### src/design/klock_pkg.sv
// Shared types and constants of the keypad code lock.
package klock_pkg;

    localparam int TABLE_DEPTH = 8;
    localparam int CODE_DIGITS = 4;

    localparam int DIGIT_W   = 4;
    localparam int ADDR_W    = (TABLE_DEPTH > 1) ? $clog2(TABLE_DEPTH) : 1;
    localparam int CNT_W     = $clog2(TABLE_DEPTH + 1);
    localparam int LEN_W     = $clog2(CODE_DIGITS + 1);
    localparam int DIG_IDX_W = (CODE_DIGITS > 1) ? $clog2(CODE_DIGITS) : 1;

    localparam logic [DIGIT_W-1:0] NO_DIGIT  = DIGIT_W'(10);
    localparam logic [DIGIT_W-1:0] MAX_DIGIT = DIGIT_W'(9);

    localparam int S_TDATA_W = 8;
    localparam int S_TUSER_W = 2;
    localparam int M_TDATA_W = 16;

    localparam int STATUS_W = 3;
    localparam int OUT_LEN_W = 3;
    localparam int OUT_TOTAL_W = 4;

    typedef enum logic [S_TUSER_W-1:0] {
        ACT_DIGIT  = 2'd0,
        ACT_VERIFY = 2'd1,
        ACT_ENROLL = 2'd2
    } action_t;

    typedef enum logic [STATUS_W-1:0] {
        ST_TAKEN     = 3'd0,
        ST_IGNORED   = 3'd1,
        ST_EMPTY     = 3'd2,
        ST_GRANTED   = 3'd3,
        ST_DENIED    = 3'd4,
        ST_STORED    = 3'd5,
        ST_DUPLICATE = 3'd6,
        ST_FULL      = 3'd7
    } status_t;

    typedef struct packed {
        logic [LEN_W-1:0]                  length;
        logic [CODE_DIGITS-1:0][DIGIT_W-1:0] digits;
    } slot_t;

    typedef struct packed {
        logic              en;
        logic [ADDR_W-1:0] addr;
        slot_t             data;
    } tbl_wr_t;

    typedef struct packed {
        logic              en;
        logic [ADDR_W-1:0] addr;
    } tbl_rd_t;

endpackage

### src/design/klock_table.sv
// Code table storage: one write port, one read port with registered data.
module klock_table (
    input  logic              aclk,
    input  klock_pkg::tbl_wr_t wr,
    input  klock_pkg::tbl_rd_t rd,
    output klock_pkg::slot_t   rd_data
);
    import klock_pkg::*;

    slot_t mem [TABLE_DEPTH];

    always_ff @(posedge aclk) begin
        if (wr.en) begin
            mem[wr.addr] <= wr.data;
        end
    end

    always_ff @(posedge aclk) begin
        if (rd.en) begin
            rd_data <= mem[rd.addr];
        end
    end

endmodule

### src/design/keypad_code_lock_with_code_table_top.sv
// Top level of the keypad code lock with its table of enrolled codes.
//
// Input beats carry one decoded key event: s_tuser holds the key kind
// (digit, verify, enroll) and s_tdata the digit. Each input beat yields
// exactly one result beat on the m_ channel with the status, the entry
// length after the key and the number of stored codes.
//
// A digit key, an unused key or a verify or enroll with an empty entry goes
// straight to the done state, and s_tready is back in the cycle in which its
// result appears in the output register. Any other verify or enroll key
// walks the code table, one read per cycle through its single read port,
// and a match ends the walk early.
// One key is in flight at a time; s_tready rises again once the result has
// moved to the output register, so the next key is taken while a result
// still waits for m_tready.
// A stalled receiver holds the result in the output register; a finished
// key waits for that register before the next key is accepted.
// Reset (aresetn low, synchronous) clears the entry, the code count and
// the output valid at once; only slots below the count are ever read.
module keypad_code_lock_with_code_table_top (
    input  logic        aclk,
    input  logic        aresetn,
    input  logic        s_tvalid,
    output logic        s_tready,
    input  logic [7:0]  s_tdata,   // [3:0] digit, [7:4] zero
    input  logic [1:0]  s_tuser,   // [1:0] action
    output logic        m_tvalid,
    input  logic        m_tready,
    output logic [15:0] m_tdata    // [2:0] status, [5:3] entered_length,
                                   // [9:6] stored_total, [15:10] zero
);
    import klock_pkg::*;

    typedef enum logic [2:0] {
        S_IDLE = 3'b001,
        S_SCAN = 3'b010,
        S_DONE = 3'b100
    } state_t;

    state_t state_reg, state_next;

    logic [CODE_DIGITS-1:0][DIGIT_W-1:0] entry_digits_reg, entry_digits_next;
    logic [LEN_W-1:0] entry_count_reg, entry_count_next;
    logic [CNT_W-1:0] code_count_reg, code_count_next;
    logic [CNT_W-1:0] k_reg, k_next;
    logic             cmp_valid_reg, cmp_valid_next;
    logic             is_enroll_reg, is_enroll_next;
    status_t          pend_status_reg, pend_status_next;
    logic             m_valid_reg, m_valid_next;
    logic [M_TDATA_W-1:0] m_tdata_reg, m_tdata_next;

    tbl_wr_t wr;
    tbl_rd_t rd;
    slot_t   rd_data;

    logic [DIGIT_W-1:0] digit;
    logic accept;
    logic match, hit, issue, out_free;

    klock_table u_table (
        .aclk    (aclk),
        .wr      (wr),
        .rd      (rd),
        .rd_data (rd_data)
    );

    assign digit    = s_tdata[DIGIT_W-1:0];
    assign s_tready = (state_reg == S_IDLE);
    assign accept   = s_tvalid && s_tready;
    assign out_free = !m_valid_reg || m_tready;

    assign match = (rd_data.length == entry_count_reg) &&
                   (rd_data.digits == entry_digits_reg);
    assign hit   = cmp_valid_reg && match;
    assign issue = (k_reg < code_count_reg);

    always_comb begin
        state_next        = state_reg;
        entry_digits_next = entry_digits_reg;
        entry_count_next  = entry_count_reg;
        code_count_next   = code_count_reg;
        k_next            = k_reg;
        cmp_valid_next    = cmp_valid_reg;
        is_enroll_next    = is_enroll_reg;
        pend_status_next  = pend_status_reg;
        m_valid_next      = m_valid_reg && !m_tready;
        m_tdata_next      = m_tdata_reg;
        wr                = '0;
        rd                = '0;

        case (state_reg)
            S_IDLE: begin
                if (accept) begin
                    case (s_tuser)
                        ACT_DIGIT: begin
                            state_next = S_DONE;
                            if (digit <= MAX_DIGIT &&
                                entry_count_reg < LEN_W'(CODE_DIGITS)) begin
                                entry_digits_next[entry_count_reg[DIG_IDX_W-1:0]] = digit;
                                entry_count_next = entry_count_reg + LEN_W'(1);
                                pend_status_next = ST_TAKEN;
                            end else begin
                                pend_status_next = ST_IGNORED;
                            end
                        end
                        ACT_VERIFY, ACT_ENROLL: begin
                            is_enroll_next = (s_tuser == ACT_ENROLL);
                            if (entry_count_reg == '0) begin
                                pend_status_next = ST_EMPTY;
                                state_next       = S_DONE;
                            end else begin
                                k_next         = '0;
                                cmp_valid_next = 1'b0;
                                state_next     = S_SCAN;
                            end
                        end
                        default: begin
                            pend_status_next = ST_IGNORED;
                            state_next       = S_DONE;
                        end
                    endcase
                end
            end
            S_SCAN: begin
                if (hit || (!issue && !cmp_valid_reg)) begin
                    // walk over: decide, clear the entry, store if new and the table has room
                    cmp_valid_next = 1'b0;
                    state_next     = S_DONE;
                    if (!is_enroll_reg) begin
                        pend_status_next = hit ? ST_GRANTED : ST_DENIED;
                    end else if (hit) begin
                        pend_status_next = ST_DUPLICATE;
                    end else if (code_count_reg == CNT_W'(TABLE_DEPTH)) begin
                        pend_status_next = ST_FULL;
                    end else begin
                        wr.en            = 1'b1;
                        wr.addr          = code_count_reg[ADDR_W-1:0];
                        wr.data.length   = entry_count_reg;
                        wr.data.digits   = entry_digits_reg;
                        code_count_next  = code_count_reg + CNT_W'(1);
                        pend_status_next = ST_STORED;
                    end
                    for (int i = 0; i < CODE_DIGITS; i++) begin
                        entry_digits_next[i] = NO_DIGIT;
                    end
                    entry_count_next = '0;
                end else begin
                    // keep one read in flight per cycle
                    rd.en          = issue;
                    rd.addr        = k_reg[ADDR_W-1:0];
                    cmp_valid_next = issue;
                    if (issue) begin
                        k_next = k_reg + CNT_W'(1);
                    end
                end
            end
            S_DONE: begin
                if (pend_status_reg == ST_EMPTY) begin
                    // empty verify or enroll still clears the entry
                    for (int i = 0; i < CODE_DIGITS; i++) begin
                        entry_digits_next[i] = NO_DIGIT;
                    end
                end
                if (out_free) begin
                    m_valid_next = 1'b1;
                    m_tdata_next = '0;
                    m_tdata_next[STATUS_W-1:0] = pend_status_reg;
                    m_tdata_next[STATUS_W +: OUT_LEN_W] = OUT_LEN_W'(entry_count_reg);
                    m_tdata_next[STATUS_W + OUT_LEN_W +: OUT_TOTAL_W] =
                        OUT_TOTAL_W'(code_count_reg);
                    state_next = S_IDLE;
                end
            end
            default: begin
                state_next = S_IDLE;
            end
        endcase
    end

    always_ff @(posedge aclk) begin
        if (!aresetn) begin
            state_reg       <= S_IDLE;
            for (int i = 0; i < CODE_DIGITS; i++) begin
                entry_digits_reg[i] <= NO_DIGIT;
            end
            entry_count_reg <= '0;
            code_count_reg  <= '0;
            cmp_valid_reg   <= 1'b0;
            m_valid_reg     <= 1'b0;
        end else begin
            state_reg        <= state_next;
            entry_digits_reg <= entry_digits_next;
            entry_count_reg  <= entry_count_next;
            code_count_reg   <= code_count_next;
            cmp_valid_reg    <= cmp_valid_next;
            m_valid_reg      <= m_valid_next;
        end
    end

    always_ff @(posedge aclk) begin
        k_reg           <= k_next;
        is_enroll_reg   <= is_enroll_next;
        pend_status_reg <= pend_status_next;
        m_tdata_reg     <= m_tdata_next;
    end

    assign m_tvalid = m_valid_reg;
    assign m_tdata  = m_tdata_reg;

endmodule

### config.mk
export PLATFORM = sky130hd
export DESIGN_NAME = keypad_code_lock_with_code_table_top
export DESIGN_NICKNAME = d
export VERILOG_FILES = /design/src/design/klock_pkg.sv /design/src/design/klock_table.sv /design/src/design/keypad_code_lock_with_code_table_top.sv
export SDC_FILE = /design/constraint.sdc
export NUM_CORES = 1
export LEC_CHECK = 0
export BUFFER_PORTS_ARGS = -buffer_cell sky130_fd_sc_hd__buf_2
export CAP_MARGIN = 20
export CORE_ASPECT_RATIO = 1.25
export CORE_MARGIN = 2
export CORE_UTILIZATION = 45
export CTS_CLUSTER_DIAMETER = 120
export DETAILED_ROUTE_END_ITERATION = 16
export PLACE_DENSITY = 0.64
export SYNTH_ARGS = -nofsm -noshare
export SYNTH_HDL_FRONTEND = slang
export SYNTH_SLANG_ARGS = --single-unit
### constraint.sdc
create_clock -name aclk -period 3.7 [get_ports aclk]
set_input_delay 1.11 -clock aclk [delete_from_list [all_inputs] [get_ports aclk]]
set_output_delay 1.11 -clock aclk [all_outputs]
set_load 0.005 [all_outputs]
==> out/metrics.csv <==
metric;value;unit
vias in the first global route;5709;
Clock Sinks;217;
worst path arrival time;3.26;ns
Cells after Synth;640;
# setup viols final;0;
FF+latch count, synth;217;
clk root buf;clkbuf_16;
H-tree Lvls;1;
post-synthesis sequential area ratio;0.659;
XOR/XNOR share of the synthesized area;0.0213;
Clk pin slew, worst setup/hold paths;0.06;ns
Synth Area in Compound Gates;0.0987;
Setup Buffers After CTS;0;
final setup TNS;0;ns
num rows;59;
die area;22200;um2
mux share of post-synthesis cell area;0.0675;
run status;finished clean;
initial antenna violation count;0;
Post-Synth Adder-Cell Area;0.0172;
I/O pin cnt;32;
Worst Max-Slew Pin Slew;0.805;ns
Initial Utilization;0.456;
DRT Pass-1 Iters;7;
Unique masters post-synth;55;
PostCTS Resize Cnt;0;
Max Cap Viol;0;
Final Critical Period;3.03;ns
clk_skew;0.0187;ns
DR WL/cell;21.4;um
Starting DRT DRC Count;429;
Syn. warnings;0;
Crit Path Class;reg2reg;
register area;6240;um2
Synth Area in Simple Gates;0.103;
total grt overflow;0;
routed vias/inst;5.71;
Pwr Density;461;nW/um2
Max Root-Sink Buffers;3;
# diodes;0;
RSZ-0062 raised after global routing;false;
combinational family with the most area after synthesis;simple AND/OR/NAND/NOR gates;
async set-reset flop share out of synthesis;0;
die height;166;um
Slew Viols, Final;0;
share of layout cells above drive strength 1;0.199;
Die W;134;um
Area after DPL;9950;um2
routed wire length;20600;um
RD Place Congestion;0.881;
crit path max fanout;22;
Tot Pwr;4.90;mW
core area;20700;um2
syn avg cell area;14.8;um2
final hold vios;0;
CP endpoint kind;flip-flop;
leak pwr;3.87;nW
vias;5501;
Port Buffer Count;21;
Hold Buf Count CTS;0;
most frequent cells after synthesis;edfxtp_1, and2_1, nor2_1;
TritonCTS Buffers;22;
Yosys top cell area share;0.600;
first-pass GRT wire length;32600;um
drc violations;0;
Worst Setup Start Kind;flip-flop;
synth top area cells;edfxtp_1, dfxtp_1, mux4_2;
worst hold path type;reg2reg;
fin nets;701;
Worst Path Required;3.93;ns
worst-skew pair later-pin latency;0.51;ns
Filler cells;1716;
DP Wirelength;13000;um
Multi-input gate area;2970;um2
gr usage total;0.191;
Largest register FFs;152;
Synth area leader;edfxtp_1;
fin area;10600;um2
f_max;330;MHz
synthesized cell area;9460;um2
Tcrit/Tclk final;0.819;
Slew HR;0.463;
Worst VDD drop;0.334;mV
largest net degree at the start of global routing;61;
EDFF count, synth;189;
DRT antenna net count;0;
Synth Flop Type;edfxtp_1;
count leader, synth;edfxtp_1;
TritonCTS clock tree;done;
Area Overhead vs Synth;12.4;%
-- cells by family (layout without fill, tap and decap cells) --
kind of cell               after synthesis  after routing
DFF                                    217            217
AOI/OAI and AO/OA                      105            105
muxes                                   40             40
other                                    1              6
xor gates and xnor gates                23             23
and+or+nand+nor                        178            178
buffers and inverters                   63            108
adders and majority gates               13             13
-- final timing paths --
path,slack [ns],from,to,cells after the start
max,0.67,code_count_reg[1],pend_status_reg[0],7
min,0.46,pend_status_reg[0],m_tdata[0],0
max reg2reg,0.67,code_count_reg[1],pend_status_reg[0],7
min reg2reg,0.46,pend_status_reg[0],m_tdata[0],0
-- layer usage --
metal | global-route usage | wire [um] | vias up
met5 | 0 | 0 | -
met4 | 0.0953 | 1010 | 0
met3 | 0.0317 | 1210 | 52
met2 | 0.330 | 10500 | 192
met1 | 0.229 | 7950 | 2736
li1 | - | - | 2521
-- stage by stage --
step	setup WS (ns)	utilization	cells	hold WS, ns
floorplan	0.121	-	645	0.427
global placement	0.673	0.480	924	0.440
detailed placement	0.588	0.480	924	0.441
CTS	0.671	0.513	964	0.466
global route	0.503	0.513	964	0.473
finish	0.669	0.513	964	0.464
-- cell type report --
type	instances	share of cell area
Clock buffer	25	0.0548
Tap cell	274	0.0322
Clock inverter	15	0.00930
Timing Repair Buffer	44	0.0297
Multi-Input combinational cell	365	0.279
Sequential cell	217	0.587
Inverter	24	0.00847
-- power breakdown --
group,internal (mW),switching (mW),total (mW)
logic,0.0565,0.106,0.162
registers,2.64,0.0100,2.65
clock network,1.20,0.890,2.09
total,3.90,1.01,4.90
-- cells in the final DEF (no fill, tap or decap), drive strengths merged, types with 14 or more instances in the layout --
cell type	n
nand3	21
o31ai	19
clkbuf	25
o211ai	23
inv	24
buf	44
and2	42
dfxtp	28
clkinv	14
nor2	38
mux4	19
nand2	25
edfxtp	189
mux2i	21
a221oi	27
-- critical path: stages, from the launching register on --
cell and delay, ns:
dfxtp_1 0.46, inv_1 0.20, ha_1 0.37, a2111oi_4 0.36, nor3_2 0.12, o21bai_4 0.37, nor2_1 0.65, nor2_1 0.21
Note: power is estimated with default switching activity, not from simulation.
